<file path="config.mk">
export PLATFORM = sky130hd
export DESIGN_NAME = json_string_escaper
export DESIGN_NICKNAME = d
export VERILOG_FILES = /design/src/rtl/core/jse_pkg.sv /design/src/rtl/core/json_string_escaper.sv /design/src/rtl/core/jse_front.sv /design/src/rtl/core/jse_queue.sv /design/src/rtl/core/jse_back.sv
export VERILOG_INCLUDE_DIRS = /design/src /design/src/rtl/core
export SDC_FILE = /design/constraint.sdc
export NUM_CORES = 1
export LEC_CHECK = 0
export BUFFER_PORTS_ARGS = -buffer_cell sky130_fd_sc_hd__buf_2
export CAP_MARGIN = 20
export CORE_ASPECT_RATIO = 0.7
export CORE_MARGIN = 8
export CORE_UTILIZATION = 35
export DETAILED_ROUTE_END_ITERATION = 10
export GPL_TIMING_DRIVEN = 0
export PLACE_DENSITY = 0.58
export SLEW_MARGIN = 20
export SYNTH_ARGS = -nofsm -noshare
export SYNTH_HDL_FRONTEND = slang
export SYNTH_SLANG_ARGS = --single-unit
</file>
<file path="constraint.sdc">
create_clock -name clk -period 3.75 [get_ports clk]
set_input_delay 0.1875 -clock clk [delete_from_list [all_inputs] [get_ports clk]]
set_output_delay 0.1875 -clock clk [all_outputs]
set_load 0.01 [all_outputs]
</file>
<file path="src/rtl/core/json_string_escaper_macros.svh">
// Assertion macros shared by the JSON string escaper RTL.
// Depends on a clock named clk and an active-low reset named arst_n in scope.
`ifndef JSON_STRING_ESCAPER_MACROS_SVH
`define JSON_STRING_ESCAPER_MACROS_SVH

// Check that cons holds in the same cycle as ante.
`define JSE_ASSERT_SAME(name, ante, cons, msg) \
	name: assert property (@(posedge clk) disable iff (!arst_n) (ante) |-> (cons)) \
		else $error(msg);

// Check that cons holds in the cycle after ante.
`define JSE_ASSERT_NEXT(name, ante, cons, msg) \
	name: assert property (@(posedge clk) disable iff (!arst_n) (ante) |=> (cons)) \
		else $error(msg);

`endif

</file>
<file path="src/rtl/core/jse_pkg.sv">
// Shared types and character constants for the JSON string escaper.
// No dependencies; imported by every module of the block.
package jse_pkg;

	typedef enum logic [1:0] {
		KIND_PASS,
		KIND_SHORT,
		KIND_HEX
	} kind_t;

	// One classified code point: pass byte or escape letter in chr, low half in low16.
	typedef struct packed {
		kind_t       kind;
		logic [7:0]  chr;
		logic [15:0] low16;
	} cls_t;

	localparam int unsigned CP_W = 21;

	localparam logic [CP_W-1:0] CP_CTRL_MAX  = 21'h00001F;
	localparam logic [CP_W-1:0] CP_ASCII_END = 21'h000080;
	localparam logic [CP_W-1:0] CP_QUOTE     = 21'h000022;
	localparam logic [CP_W-1:0] CP_BSLASH    = 21'h00005C;
	localparam logic [CP_W-1:0] CP_LF        = 21'h00000A;
	localparam logic [CP_W-1:0] CP_CR        = 21'h00000D;
	localparam logic [CP_W-1:0] CP_TAB       = 21'h000009;
	localparam logic [CP_W-1:0] CP_BS        = 21'h000008;
	localparam logic [CP_W-1:0] CP_FF        = 21'h00000C;

	localparam logic [7:0] CH_QUOTE  = 8'h22;
	localparam logic [7:0] CH_BSLASH = 8'h5C;
	localparam logic [7:0] CH_N      = 8'h6E;
	localparam logic [7:0] CH_R      = 8'h72;
	localparam logic [7:0] CH_T      = 8'h74;
	localparam logic [7:0] CH_B      = 8'h62;
	localparam logic [7:0] CH_F      = 8'h66;
	localparam logic [7:0] CH_U      = 8'h75;
	localparam logic [7:0] CH_ZERO   = 8'h30;
	localparam logic [7:0] CH_A_OFS  = 8'h57; // 'a' minus ten

endpackage

</file>
<file path="src/rtl/core/json_string_escaper.sv">
// Top level of the JSON string escaper: front end, request queue, back end.
// Depends on jse_pkg, jse_front, jse_queue, jse_back.
//
//  channel   | handshake             | payload
//  ----------+-----------------------+-------------------------
//  input     | cp_valid / cp_ready   | code_point[20:0]
//  output    | esc_valid / esc_ready | out_byte[7:0], last_of_run
//
// Each request yields one byte (0x20 to 0x7F other than quote and backslash),
// two (backslash and a letter) or six (backslash, 'u', four hex digits); the back
// end emits one byte a cycle while the output port accepts, which sets the rate.
// Reset (arst_n low) empties the front register, the queue and the back end.
// Either side may stall; the queue of QUEUE_DEPTH requests lets the front keep
// accepting while the back end is busy with a long escape.
module json_string_escaper
	import jse_pkg::*;
#(
	parameter int unsigned QUEUE_DEPTH = 4 // power of two, 2 or more
) (
	input  logic            clk,
	input  logic            arst_n,
	input  logic [CP_W-1:0] code_point,
	input  logic            cp_valid,
	output logic            cp_ready,
	output logic [7:0]      out_byte,
	output logic            last_of_run,
	output logic            esc_valid,
	input  logic            esc_ready
);

	// Classified request from the front end into the queue.
	cls_t fq_data;
	logic fq_valid;
	logic fq_ready;

	// Head of the queue into the back end.
	cls_t qb_data;
	logic qb_valid;
	logic qb_ready;

	// Classify each code point and register it.
	jse_front u_front (
		.clk        (clk),
		.arst_n     (arst_n),
		.code_point (code_point),
		.cp_valid   (cp_valid),
		.cp_ready   (cp_ready),
		.item       (fq_data),
		.item_valid (fq_valid),
		.item_ready (fq_ready)
	);

	// Buffer requests so the front does not wait on long escapes.
	jse_queue #(
		.DEPTH (QUEUE_DEPTH)
	) u_queue (
		.clk        (clk),
		.arst_n     (arst_n),
		.push_data  (fq_data),
		.push_valid (fq_valid),
		.push_ready (fq_ready),
		.pop_data   (qb_data),
		.pop_valid  (qb_valid),
		.pop_ready  (qb_ready)
	);

	// Expand each request into bytes behind a registered output.
	jse_back u_back (
		.clk         (clk),
		.arst_n      (arst_n),
		.item        (qb_data),
		.item_valid  (qb_valid),
		.item_ready  (qb_ready),
		.out_byte    (out_byte),
		.last_of_run (last_of_run),
		.esc_valid   (esc_valid),
		.esc_ready   (esc_ready)
	);

endmodule

</file>
<file path="src/rtl/core/jse_front.sv">
// Front end: accepts code points and classifies them into escape kinds.
// Depends on jse_pkg.
module jse_front
	import jse_pkg::*;
(
	input  logic            clk,
	input  logic            arst_n,
	input  logic [CP_W-1:0] code_point,
	input  logic            cp_valid,
	output logic            cp_ready,
	output cls_t            item,
	output logic            item_valid,
	input  logic            item_ready
);

	cls_t cls;
	cls_t item_s1;
	logic valid_s1;

	always_comb begin
		logic pass;
		pass = (code_point > CP_CTRL_MAX) && (code_point < CP_ASCII_END)
			&& (code_point != CP_QUOTE) && (code_point != CP_BSLASH);
		cls.low16 = code_point[15:0];
		cls.chr = 8'h00;
		cls.kind = KIND_HEX;
		if (pass) begin
			cls.kind = KIND_PASS;
			cls.chr = code_point[7:0];
		end else begin
			cls.kind = KIND_SHORT;
			case (code_point)
				CP_QUOTE:  cls.chr = CH_QUOTE;
				CP_BSLASH: cls.chr = CH_BSLASH;
				CP_LF:     cls.chr = CH_N;
				CP_CR:     cls.chr = CH_R;
				CP_TAB:    cls.chr = CH_T;
				CP_BS:     cls.chr = CH_B;
				CP_FF:     cls.chr = CH_F;
				default:   cls.kind = KIND_HEX;
			endcase
		end
	end

	assign cp_ready = !valid_s1 || item_ready;

	always_ff @(posedge clk or negedge arst_n) begin
		if (!arst_n) begin
			valid_s1 <= 1'b0;
		end else if (cp_ready) begin
			valid_s1 <= cp_valid;
		end
	end

	always_ff @(posedge clk) begin
		if (cp_ready && cp_valid) begin
			item_s1 <= cls;
		end
	end

	assign item = item_s1;
	assign item_valid = valid_s1;

endmodule

</file>
<file path="src/rtl/core/jse_queue.sv">
// Short queue of classified requests between front and back ends.
// Depends on jse_pkg and json_string_escaper_macros.svh.
`include "json_string_escaper_macros.svh"
module jse_queue
	import jse_pkg::*;
#(
	parameter int unsigned DEPTH = 4 // power of two, 2 or more
) (
	input  logic clk,
	input  logic arst_n,
	input  cls_t push_data,
	input  logic push_valid,
	output logic push_ready,
	output cls_t pop_data,
	output logic pop_valid,
	input  logic pop_ready
);

	localparam int unsigned AW = $clog2(DEPTH);
	localparam int unsigned CW = $clog2(DEPTH + 1);

	cls_t          mem_q [DEPTH];
	logic [AW-1:0] wr_ptr_q;
	logic [AW-1:0] rd_ptr_q;
	logic [CW-1:0] count_q;
	logic          push;
	logic          pop;

	assign push_ready = (count_q != CW'(DEPTH));
	assign pop_valid  = (count_q != '0);
	assign push = push_valid && push_ready;
	assign pop  = pop_valid && pop_ready;
	assign pop_data = mem_q[rd_ptr_q];

	always_ff @(posedge clk or negedge arst_n) begin
		if (!arst_n) begin
			wr_ptr_q <= '0;
			rd_ptr_q <= '0;
			count_q  <= '0;
		end else begin
			if (push) begin
				wr_ptr_q <= wr_ptr_q + 1'b1;
			end
			if (pop) begin
				rd_ptr_q <= rd_ptr_q + 1'b1;
			end
			if (push && !pop) begin
				count_q <= count_q + 1'b1;
			end else if (pop && !push) begin
				count_q <= count_q - 1'b1;
			end
		end
	end

	always_ff @(posedge clk) begin
		if (push) begin
			mem_q[wr_ptr_q] <= push_data;
		end
	end

	`JSE_ASSERT_SAME(a_count_bound, 1'b1, count_q <= CW'(DEPTH), "queue count above depth")
	`JSE_ASSERT_NEXT(a_count_track, push && !pop, count_q == $past(count_q) + 1'b1, "queue count lost a push")

endmodule

</file>
<file path="src/rtl/core/jse_back.sv">
// Back end: expands a request into escaped bytes, one per cycle unless stalled.
// Depends on jse_pkg and json_string_escaper_macros.svh.
`include "json_string_escaper_macros.svh"
module jse_back
	import jse_pkg::*;
(
	input  logic       clk,
	input  logic       arst_n,
	input  cls_t       item,
	input  logic       item_valid,
	output logic       item_ready,
	output logic [7:0] out_byte,
	output logic       last_of_run,
	output logic       esc_valid,
	input  logic       esc_ready
);

	localparam logic [2:0] LAST_PASS  = 3'd0;
	localparam logic [2:0] LAST_SHORT = 3'd1;
	localparam logic [2:0] LAST_HEX   = 3'd5;

	function automatic logic [7:0] hex_char(input logic [3:0] nib);
		if (nib < 4'd10) begin
			return CH_ZERO + {4'h0, nib};
		end
		return CH_A_OFS + {4'h0, nib};
	endfunction

	function automatic logic [2:0] last_idx(input kind_t kind);
		case (kind)
			KIND_PASS:  return LAST_PASS;
			KIND_SHORT: return LAST_SHORT;
			default:    return LAST_HEX;
		endcase
	endfunction

	cls_t       cur_q;
	logic [2:0] idx_q;
	logic       busy_q;
	logic [7:0] out_byte_q;
	logic       last_q;
	logic       out_valid_q;
	logic       adv;
	logic       at_last;
	logic [7:0] next_byte;

	assign adv     = busy_q && (!out_valid_q || esc_ready);
	assign at_last = (idx_q == last_idx(cur_q.kind));
	assign item_ready = !busy_q || (adv && at_last);

	always_comb begin
		case (idx_q)
			3'd0:    next_byte = (cur_q.kind == KIND_PASS) ? cur_q.chr : CH_BSLASH;
			3'd1:    next_byte = (cur_q.kind == KIND_SHORT) ? cur_q.chr : CH_U;
			3'd2:    next_byte = hex_char(cur_q.low16[15:12]);
			3'd3:    next_byte = hex_char(cur_q.low16[11:8]);
			3'd4:    next_byte = hex_char(cur_q.low16[7:4]);
			default: next_byte = hex_char(cur_q.low16[3:0]);
		endcase
	end

	always_ff @(posedge clk or negedge arst_n) begin
		if (!arst_n) begin
			busy_q      <= 1'b0;
			idx_q       <= '0;
			out_valid_q <= 1'b0;
		end else begin
			if (!out_valid_q || esc_ready) begin
				out_valid_q <= busy_q;
			end
			if (item_valid && item_ready) begin
				busy_q <= 1'b1;
				idx_q  <= '0;
			end else if (adv) begin
				if (at_last) begin
					busy_q <= 1'b0;
				end else begin
					idx_q <= idx_q + 1'b1;
				end
			end
		end
	end

	always_ff @(posedge clk) begin
		if (item_valid && item_ready) begin
			cur_q <= item;
		end
		if (adv) begin
			out_byte_q <= next_byte;
			last_q     <= at_last;
		end
	end

	assign out_byte    = out_byte_q;
	assign last_of_run = last_q;
	assign esc_valid   = out_valid_q;

	`JSE_ASSERT_SAME(a_idx_bound, busy_q, idx_q <= last_idx(cur_q.kind), "byte index past end of escape")
	`JSE_ASSERT_NEXT(a_pass_single, adv && (cur_q.kind == KIND_PASS), last_q, "pass byte not marked last")

endmodule

</file>
### After elaboration in Yosys (flattened, before gate mapping)

Memory sizes are Yosys's and may differ from the RTL's. A register that Yosys moved wholly into a read port is not among the register bits.
Index checks and enable logic that the tools add are counted.

* memory bits (read-only): 0
* bits in writable memories: 104
* memories: 1
* latch bits: 0
* register bits: 48
* output and inout bits: 11

* $mul: 0
* $add $sub $neg: 13
* reductions and logical operators: 28
* order comparisons: 6
* divide/modulo/power cells: 0
* shifts and indexed selects: 0
* bitwise gates (word level): 0
* equal/unequal tests: 17
* multiplexer cells: 33

Memory list
* u_queue.mem_q: depth 4, width 26, read ports 1, clocked after memory_dff 1, wr ports 1, line jse_queue.sv:22 `cls_t mem_q [DEPTH];`

Operators with widths (number)
* $eq A21 B4 Y1 const B: 5
* $mux W8: 11
* $pmux W7 S7: 1
* $pmux W8 S5: 1
* $add A7 B4 Y8 const A: 4
* $add A6 B4 Y7 const A: 4
* $eq A21 B6 Y1 const B: 1
* $eq A21 B7 Y1 const B: 1
* $gt A21 B5 Y1 const B: 1
* $lt A21 B8 Y1 const B: 1
* $ne A21 B6 Y1 const B: 1
* $ne A21 B7 Y1 const B: 1
* $lt A4 B4 Y1 const B: 4
* $mux W3: 5
* $mux W1: 13
* $logic_and A1 B1 Y1: 10
* $reduce_or A7 Y1: 1
* $add A3 B1 Y3 const B: 2
* $eq A3 B2 Y1 const B: 2
* $pmux W3 S2: 1
* $reduce_bool A2 Y1: 3
* $logic_not A1 Y1: 5
* $reduce_or A5 Y1: 1
* $add A2 B1 Y2 const B: 2
* other kinds (13): 16

### Depth between registers and ports, before layout

Gate-level depths: netlist of the first run.

* word-level depth: 9
* depth in mapped cells: 9
* mapped depth without buffers: 9

### Cells and area by module

A second synthesis of the first run with hierarchy kept.

* cells, all modules: 441
* area total of the unflattened synthesis: 7513.5 sq um

By module, submodules not included
* jse_queue: seq. area each 3298.2 sq um, area each 4211.5 sq um, cells an instance 171, instances 1
* jse_back: seq. area each 1176.1 sq um, area each 2099.5 sq um, cells an instance 186, instances 1
* jse_front: seq. area each 805.8 sq um, area each 1202.4 sq um, cells an instance 84, instances 1

### Worst setup path before layout of the first run

OpenSTA, ideal clock, no wires.

* path kind: reg-to-reg
* start: reg u_back.cur_q[25] (netlist name)
* end: reg u_queue.count_q[1]
* cell stages (with the launch flop): 8
* data required time: 3625 ps
* library setup time: 125 ps
* period minus slack after synthesis: 2469 ps
* path slack: 1281 ps
* buffers on the path: 0
* arrival: 2345 ps
* cells stage by stage: edfxtp_1 -> or3b_4 -> a2111oi_4 -> o21ai_2 -> ha_1 -> inv_1 -> fa_1 -> mux2_2

* longest elaborated chain between the ends: 9

Ends and longest elaborated chain
* $eq A2 B1 Y1 / $logic_not A2 Y1 (equally long branches): line jse_back.sv:30 `case (kind)`
* $pmux W3 S2 *: line jse_back.sv:30
* $eq A3 B3 Y1 *: line jse_back.sv:48 `assign at_last = (idx_q == last_idx(cur_q.kind));`
* $logic_and A1 B1 Y1 *: line jse_back.sv:49 `assign item_ready = !busy_q || (adv && at_last);`
* $logic_or A1 B1 Y1 *: line jse_back.sv:49
* $logic_and A1 B1 Y1 *: line jse_queue.sv:32 `assign pop = pop_valid && pop_ready;`
* $logic_not A1 Y1: line jse_queue.sv:47 `if (push && !pop) begin`
* $logic_and A1 B1 Y1: line jse_queue.sv:47
* $mux W3 / $reduce_bool A2 Y1 (equally long branches)
* to (signal assigned): line jse_queue.sv:48 `count_q <= count_q + 1'b1;`
* to (signal assigned): line jse_queue.sv:50 `count_q <= count_q - 1'b1;`
* to (decl): line jse_queue.sv:25 `logic [CW-1:0] count_q;`

Every way passes the cells marked *; elsewhere a longest branch is shown, timed or not.
A chain may end at the register's enable or synchronous reset.

### Final worst setup path of the first run

* start: reg u_back.cur_q[25] (netlist name)
* end: reg u_queue.count_q[1]

* longest elaborated chain between the ends: 9

Ends and longest elaborated chain (line)
* $eq A2 B1 Y1 / $logic_not A2 Y1 (equally long branches): jse_back.sv:30
* $pmux W3 S2 *: jse_back.sv:30
* $eq A3 B3 Y1 *: jse_back.sv:48
* $logic_and A1 B1 Y1 *: jse_back.sv:49
* $logic_or A1 B1 Y1 *: jse_back.sv:49
* $logic_and A1 B1 Y1 *: jse_queue.sv:32
* $logic_not A1 Y1: jse_queue.sv:47
* $logic_and A1 B1 Y1: jse_queue.sv:47
* $mux W3 / $reduce_bool A2 Y1 (equally long branches)

Marks and branches as above.

==> impl_summary.md, run 1 <==
Status
The flow ran to the end, and the final reports show no timing, DRC or antenna violations.

Power and ir drop
The total power after layout is 6.403 mW. In this run the power density over the cells is 736.5 nW/um^2. Across the VDD grid, the largest voltage drop is 359.9 uV. The leakage component of the power is 2.948 nW.

STA
Summed over all failing endpoints, the final setup total negative slack is 0 ns. The number of pins exceeding their max-slew limit in the final report is 0. The final hold violation count is 0. Setup repair after global routing left no endpoint under its margin. Derived from the worst setup path, the maximum achievable clock frequency is 0.3744 GHz. Hold is met by 0.01996 ns. Setup violations remaining at the end of the flow were counted as 0. The time the final worst path needs with I/O delays and setup is 2.671 ns.

The slew of the pin with the lowest slew margin is 0.9289 ns. The worst clock skew is 0.007853 ns. After layout, the worst path uses 71.23% of the clock period. The worst pin sits at a relative slew slack of 38.00%.

Synthesis
The proportion of netlist area held by the largest area contributor is 66.44%. The dominant combinational cell family by area after synthesis is multiplexers. The share of cell area taken by muxes after synthesis is 8.708%. The post-synthesis async set-or-reset flop share is 7.303%.

The predominant post-synthesis flop cell is sky130_fd_sc_hd__edfxtp_1. The biggest area contributor in the post-synthesis netlist is sky130_fd_sc_hd__edfxtp_1. The simple-gate portion of the synthesized area is 7.399%.

The number of nets handed over by synthesis was 483. Sorting the synthesized cells by area gives the leading types as sky130_fd_sc_hd__edfxtp_1 (66%), sky130_fd_sc_hd__mux4_2 (7.9%), sky130_fd_sc_hd__dfrtp_1 (4.4%). The synthesized area per cell is 16.83 um^2.

The fraction of the mapped netlist area in compound gates is 7.265%. The xor-xnor portion of the synthesized cell area is 1.292%. The adder-cell share of the synthesized area is 2.617%. The post-synthesis instance total is 443.

The summed instance area of the synthesized netlist is 7457 um^2. The Yosys step of the flow raised 0 warnings. The flop and latch count out of synthesis is 178.

After synthesis, flip-flops and latches occupy 70.81% of the total area. The count of different cell masters after synthesis is 66. The count of flip-flops with a built-in enable after synthesis is 165.

Worst setup path
The worst register-to-register path has a setup slack of 1.08 ns. The standard cell with the maximum stage delay on the critical path is sky130_fd_sc_hd__or4_1. In this run the critical register-to-register path is captured at u_queue.count_q[1]$_DFFE_PN0P_.

The largest stage delay on the critical path is 0.59 ns. Measured in cells, the most critical reg-to-reg path has a length of 7. The signal on the critical path passes through or4_1 -> o31ai_2 -> o21ai_2 -> ha_1 -> inv_1 -> fa_1 -> mux2_2. The worst setup path is launched from a flip-flop. The reg-to-reg critical path startpoint is u_back.cur_q[25]$_DFFE_PP_.

STA puts the critical path data required time at 4.06 ns. STA puts the critical path data arrival time at 2.98 ns. The endpoint class of the critical path is a flip-flop. The critical setup path kind is reg2reg. Along the worst path, the maximum fanout reaches 9.

Min path
The end of the worst hold path is u_front.item[5]$_DFFE_PP_. In this run the most critical hold path is launched from code_point[5]. The instance count along the most critical hold path is 1. The tightest min-delay check is of the in2reg type.

Floorplan
Measured along the y axis, the die boundary spans 138.1 um. 36 I/O pins were placed. The die covers 26310 um^2. The effective utilization at floorplan is 35.83%. The floorplan row count is 44. The area of the core is 20810 um^2. Measured along the x axis, the die boundary spans 190.5 um.

Global routing
For this run the aggregate overflow at the end of global routing stands at 0. Entering global routing, the biggest net connects 27 pins. The initial antenna violation count was 0. The wire length of the first global-routing pass is 22020 um. The number of global-route vias before repair is 4056. The global router's overall resource usage is 10.77%.

Drt
For this run, design rule violations remaining after detail routing come to 0. The per-cell via count in the routed design is 5.031. The routed via count is 4025. The violation count after the first detailed-routing iteration is 321. The routed wire length is 13890 um. For this run, the detailed router's first-pass iteration total came to 5. The number of routed nets with antenna violations is 0. Dividing the detail-routed wire length by the instance count gives 17.36 um.

Clock network
The clock tree from TritonCTS is built. The H-tree was split into 4 levels. Clock tree synthesis selected as its root buffer the cell sky130_fd_sc_hd__clkbuf_16.

The clock transition at the registers of the reported paths is 0.07 ns. The total number of clock tree sinks is 178. The insertion delay of the later-clocked pin in the worst-skew pair is 0.42 ns.

The longest clock path from root to sink contains 2 buffers. The total CTS buffers is 17.

Final layout
Cells fill 41.78% of the core in the end. The diode insertion count for antenna repair is 0. The number of fill cells is 1856. Compared with the post-synthesis result, the final layout area differs by 16.59%. The number of non-filler instances in the completed layout is 800. The share of post-route cells with drive strength above 1 is 22.52%. In the final design database the tool counted 551 nets.

Flow run
The number of maximum-capacitance violations is 0.

Placement
In this run, placement finished with an instance count of 754. The half-perimeter wire length after detailed placement is 9365 um. The last weighted congestion value of the routability-driven placer is 0.8019.

Input and output buffers added on the ports amount to 35.
[cells by family (layout without fill, tap and decap cells)]
logic type               after synthesis  count (layout)
AND/OR/NAND/NOR                       96              96
AO/OA/AOI/OAI                         76              76
adder cells (fa/ha/maj)               15              15
XOR/XNOR                              11              11
other                                  1               1
buffers and inverters                 34             115
flip-flops                           178             178
multiplexers                          32              32
[placed cells by master (no fill, tap or decap), types with 14 or more instances in the layout]
cell                            count
sky130_fd_sc_hd__clkbuf_16         17
sky130_fd_sc_hd__edfxtp_1         165
sky130_fd_sc_hd__inv_1             20
sky130_fd_sc_hd__o21ai_0           19
sky130_fd_sc_hd__nor2_1            15
sky130_fd_sc_hd__mux4_2            26
sky130_fd_sc_hd__nand2_1           21
sky130_fd_sc_hd__dlygate4sd3_1     14
sky130_fd_sc_hd__ha_1              14
sky130_fd_sc_hd__a21oi_1           15
sky130_fd_sc_hd__buf_2             41
[cell usage after synthesis, drive strengths merged (3+ instances only)]
master and instances:
a211oi 3, a21oi 16, a22oi 3, a31oi 3, and2 7, and4b 3, buf 8, clkbuf 6
dfrtp 13, edfxtp 165, ha 14, inv 20, mux2 3, mux2i 3, mux4 26, nand2 21
nand2b 3, nand3 3, nor2 15, nor2b 10, nor3 6, nor4b 4, o21a 3, o21ai 21
o31ai 4, o32ai 3, or2 3, or3 4, or4 5, xnor2 8, xor2 3
[registers in the layout (all words and copies together) (netlist names)]
signal	count
u_queue.count_q	3
u_front.item	26
u_back.cur_q	26
u_back.idx_q	3
u_front.item_valid	1
u_queue.rd_ptr_q	2
u_queue.wr_ptr_q	2
u_back.out_byte	8
u_back.last_of_run	1
u_back.busy_q	1
u_queue.mem_q	104
u_back.esc_valid	1
[metal layers]
| metal | global-route usage, % | up-vias | share of wire, % |
|---|---|---|---|
| met5 | 0 | - | 0 |
| met4 | 3.909 | 0 | 1.2 |
| met3 | 2.663 | 14 | 5.2 |
| met1 | 14.98 | 2014 | 48 |
| met2 | 16.08 | 107 | 46 |
| li1 | - | 1890 | - |
[power by group]
group	internal, mW	leakage [nW]	switching, mW
logic	0.714	0.996	0.983
clock network	0.933	0.273	0.770
registers	2.79	1.68	0.213
[worst max-delay path by stage]
| stage | from | endpoint | slack [ns] |
|---|---|---|---|
| detailed placement | u_back.cur_q[25]$_DFFE_PP_ | u_back.cur_q[6]$_DFFE_PP_ | 1.08 |
| finish | u_back.cur_q[25]$_DFFE_PP_ | u_queue.count_q[1]$_DFFE_PN0P_ | 1.08 |
| global placement | u_back.cur_q[25]$_DFFE_PP_ | u_queue.count_q[1]$_DFFE_PN0P_ | 1.13 |
| CTS | u_back.cur_q[25]$_DFFE_PP_ | u_back.cur_q[5]$_DFFE_PP_ | 1.06 |
| floorplan | u_back.cur_q[25]$_DFFE_PP_ | u_queue.count_q[1]$_DFFE_PN0P_ | 1.28 |
| global route | u_back.cur_q[25]$_DFFE_PP_ | u_back.cur_q[5]$_DFFE_PP_ | 0.91 |
[critical path: cells and delay by family, from the launching register on]
| family | cells | cell delay, ns |
|---|---|---|
| flops | 1 | 0.51 |
| compound gates | 2 | 0.47 |
| simple gates | 1 | 0.59 |
| buf+inv | 1 | 0.09 |
| mux | 1 | 0.27 |
| fa+ha+maj | 2 | 0.63 |
[metrics by stage]
| stage | area [um^2] | setup WS [ns] |
|---|---|---|
| floorplan | 7457 | 1.281 |
| global placement | 7978 | 1.131 |
| detailed placement | 7984 | 1.077 |
| CTS | 8695 | 1.062 |
| global route | 8695 | 0.9075 |
| finish | 8695 | 1.079 |
[cell type report]
type | instances | area (um^2) | area share, %
timing repair buffer | 49 | 315.3 | 3.626
buffer | 14 | 63.81 | 0.7339
clock inverter | 15 | 145.1 | 1.669
tap | 276 | 345.3 | 3.972
clock buffer | 17 | 425.4 | 4.893
sequential | 178 | 5280 | 60.73
inverter | 20 | 75.07 | 0.8634
multi-input combinational | 231 | 2044 | 23.51
[repair_timing]
action	CTS	global route
hold buffers	14	0
endpoints found under the hold margin	26	0
gates resized for setup	0	0
buffers inserted	0	0
(Power assumes the default switching activity.)
==> run 2: changes to the inputs <==
--- a/config.mk
+++ b/config.mk
@@ -13,7 +13,7 @@
 export CORE_UTILIZATION = 35
 export DETAILED_ROUTE_END_ITERATION = 10
 export GPL_TIMING_DRIVEN = 0
-export PLACE_DENSITY = 0.58
+export PLACE_DENSITY = 0.6
 export SLEW_MARGIN = 20
 export SYNTH_ARGS = -nofsm -noshare
 export SYNTH_HDL_FRONTEND = slang
==> constraint.sdc (replaced) <==
create_clock -name clk -period 2.4 [get_ports clk]
set_input_delay 0.12 -clock clk [delete_from_list [all_inputs] [get_ports clk]]
set_output_delay 0.12 -clock clk [all_outputs]
set_load 0.01 [all_outputs]
==> impl_summary.md, run 2 (synthesized netlist as in run 1, its figures left out) <==
Floorplan
Once the floorplan was initialized, standard cells occupied 35.83% of the core. The die area is 26310 um^2. The die is 190.5 um wide. The area of the core is 20810 um^2. 36 I/O pins were placed. Row generation in the floorplan step produced 44 rows. The die is 138.1 um tall.

Final layout
The most common library cell in the layout ignoring fill and taps is sky130_fd_sc_hd__edfxtp_1. The largest register by flop count is u_queue.mem_q. The diode insertion count for antenna repair is 0.

The finished cells cover 8897 um^2. In the final layout, the share of cells above drive strength 1 is 25.93%. In the layout the commonest cells are sky130_fd_sc_hd__edfxtp_1 (165), sky130_fd_sc_hd__buf_2 (41), sky130_fd_sc_hd__mux4_2 (26), sky130_fd_sc_hd__nand2_1 (20), sky130_fd_sc_hd__o21ai_0 (19). Once layout is complete, the cells apart from fillers number 816. The number of nets at the end of the flow is 567.

The flip-flop count of the largest register, all copies and words added is 104. The number of fill cells is 1831. The area added between synthesis and finish is 19.31%.

Worst setup path
The largest individual stage delay along the critical path comes from the cell sky130_fd_sc_hd__or4_4. On the critical path the largest part of the delay comes from simple AND/OR/NAND/NOR gates. The critical setup path kind is reg2reg. The required time reported for the critical path endpoint is 2.71 ns. The endpoint class of the critical path is a flip-flop.

The critical path crosses 7 cells after its start point. The number of buffers and inverters on the critical path is 1. The worst setup path is launched from a flip-flop. The maximum fanout along the worst path is 3. STA puts the critical path data arrival time at 2.70 ns. The largest stage delay on the critical path is 0.58 ns. Walking the worst path, the cells encountered are or4_4 -> o31ai_4 -> o21ai_2 -> ha_2 -> inv_2 -> fa_1 -> mux2_2. The worst reg2reg path depth is 7.

Placement
The placement-stage cell area is 7999 um^2. The cell count after placement is 754. The last weighted congestion value of the routability-driven placer is 0.7663.

The number of buffers inserted by port buffering is 35. The wire-length estimate of the detail-placed layout is 9342 um.

Clock network
The H-tree generated during clock tree synthesis spans 4 levels. The total CTS buffers is 17. Clock tree synthesis found a total of 178 sinks. The buffer type at the clock tree root is sky130_fd_sc_hd__clkbuf_16.

TritonCTS built the clock tree. The maximum number of buffers from clock root to sink is 2. The clock transition at the registers of the reported paths is 0.07 ns. The insertion delay of the later-clocked pin in the worst-skew pair is 0.43 ns.

STA
Setup repair after global routing could not meet its margin everywhere. The final hold violation count was 0. The share of the clock period used by the worst path after layout is 99.74%. The normalized max-slew margin is 49.11%.

The smallest clock period supported by the final layout is computed as 2.394 ns. The peak clock frequency supported by timing is 0.4178 GHz. Setup violations remaining at the end of the flow were counted as 0. For the pin with the worst max-slew slack, the measured transition is 0.7634 ns.

For the final database, setup skew stands at 0.01178 ns. The number of pins exceeding their max-slew limit in the final report is 0. Hold is met by 0.09226 ns.

Drt
The routed wire length is 14370 um. Dividing the detail-routed wire length by the instance count gives 17.60 um. The number of routed nets with antenna violations is 0.

The DRC violations left is 0. The first-pass iteration count of the detailed router is 7. The first routing iteration left 383 violations. The per-cell via count in the routed design is 5.064. The routed via count is 4132.

Power and ir drop
The leakage component of the power is 3.037 nW. The maximum ir drop on the vdd rail is 555.2 uV. Power spread over the standard cell area amounts to 1161 nW/um^2. The completed layout was analyzed and its total power is 10.33 mW.

Min path
The worst hold path passes through 3 cells. The class of the tightest hold or removal check is in2reg.

Global routing
Global routing finished with a remaining overflow of 0. The initial antenna violation count is 0. The maximum number of pins on one net before global-route repair is 27.

The number of global-route vias before repair is 4159. The global router's overall resource usage is 11.07%. The first global-routing pass estimated 22660 um of wire.

Flow run
The tool flagged a number of max-cap violations equal to 0.

Status
The flow ran to the end, and the final reports show no timing, DRC or antenna violations.
## run 2: cell count changes in the layout (fill, tap and decap cells not counted), sizes merged
cell,delta
bufinv,+2
dlygate4sd3,+4
buf,+12
clkinv,+2
inv,-5
clkbuf,+1
## run 2: timing repair
action | CTS | global route
setup buffers | 7 | 5
resized for setup | 3 | 6
hold buffers | 18 | 0
hold endpoints to repair | 30 | 0
cloned | 0 | 0
endpoints found under the setup margin | 29 | 6
pin swaps | 4 | 5
## run 2: per-layer routing
layer / track usage (%) / routed length, um / vias to the layer above
li1: - / - / 1922
met1: 15.48 / 7040 / 2093
met2: 16.18 / 6460 / 102
met3: 3.216 / 722 / 15
met4: 3.746 / 141 / 0
met5: 0 / 0 / -
## run 2: final timing paths
check / from / slack [ns] / end
max: u_back.cur_q[24]$_DFFE_PP_ / 0.006 / u_queue.count_q[1]$_DFFE_PN0P_
min: esc_ready / 0.09 / u_back.esc_valid$_DFFE_PN0P_
max reg2reg: u_back.cur_q[24]$_DFFE_PP_ / 0.006 / u_queue.count_q[1]$_DFFE_PN0P_
min reg2reg: u_front.item[1]$_DFFE_PP_ / 0.50 / u_queue.mem_q[2][1]$_DFFE_PP_
max in group asynchronous: arst_n / 2.03 / u_queue.wr_ptr_q[0]$_DFFE_PN0P_
min in group asynchronous: arst_n / 0.13 / u_back.busy_q$_DFFE_PN0P_
## run 2: worst register-to-register path, stage by stage (launching register included)
cell and delay [ns]:
sky130_fd_sc_hd__edfxtp_1 0.42, sky130_fd_sc_hd__or4_4 0.58, sky130_fd_sc_hd__o31ai_4 0.25, sky130_fd_sc_hd__o21ai_2 0.11, sky130_fd_sc_hd__ha_2 0.21, sky130_fd_sc_hd__inv_2 0.06
sky130_fd_sc_hd__fa_1 0.37, sky130_fd_sc_hd__mux2_2 0.27
## run 2: stage by stage
stage          setup TNS (ns)  setup slack (ns)  utilization, %
6_report                    0          0.006307           42.75
5_1_grt              -0.07888          -0.07108           42.75
4_1_cts              -0.05624          -0.05624           42.51
3_5_place_dp           -4.856           -0.1787           38.44
3_3_place_gp           -20.49           -0.1646           38.41
2_1_floorplan               0           0.01042               -
## run 2: final cells by class
| class | instances | area, um^2 | share of cell area [%] |
|---|---|---|---|
| sequential | 178 | 5280 | 59.34 |
| tap | 276 | 345.3 | 3.881 |
| timing repair buffer | 65 | 445.4 | 5.006 |
| clock buffer | 18 | 429.2 | 4.824 |
| clock inverter | 14 | 178.9 | 2.011 |
| inverter | 20 | 78.83 | 0.8860 |
| buffer | 14 | 65.06 | 0.7313 |
| multi-input combinational | 231 | 2074 | 23.32 |
## run 2: power breakdown
| group | switching, mW | internal, mW | total (mW) |
|---|---|---|---|
| Combinational | 1.60 | 1.19 | 2.80 |
| Sequential | 0.336 | 4.36 | 4.69 |
| Clock | 1.19 | 1.66 | 2.84 |
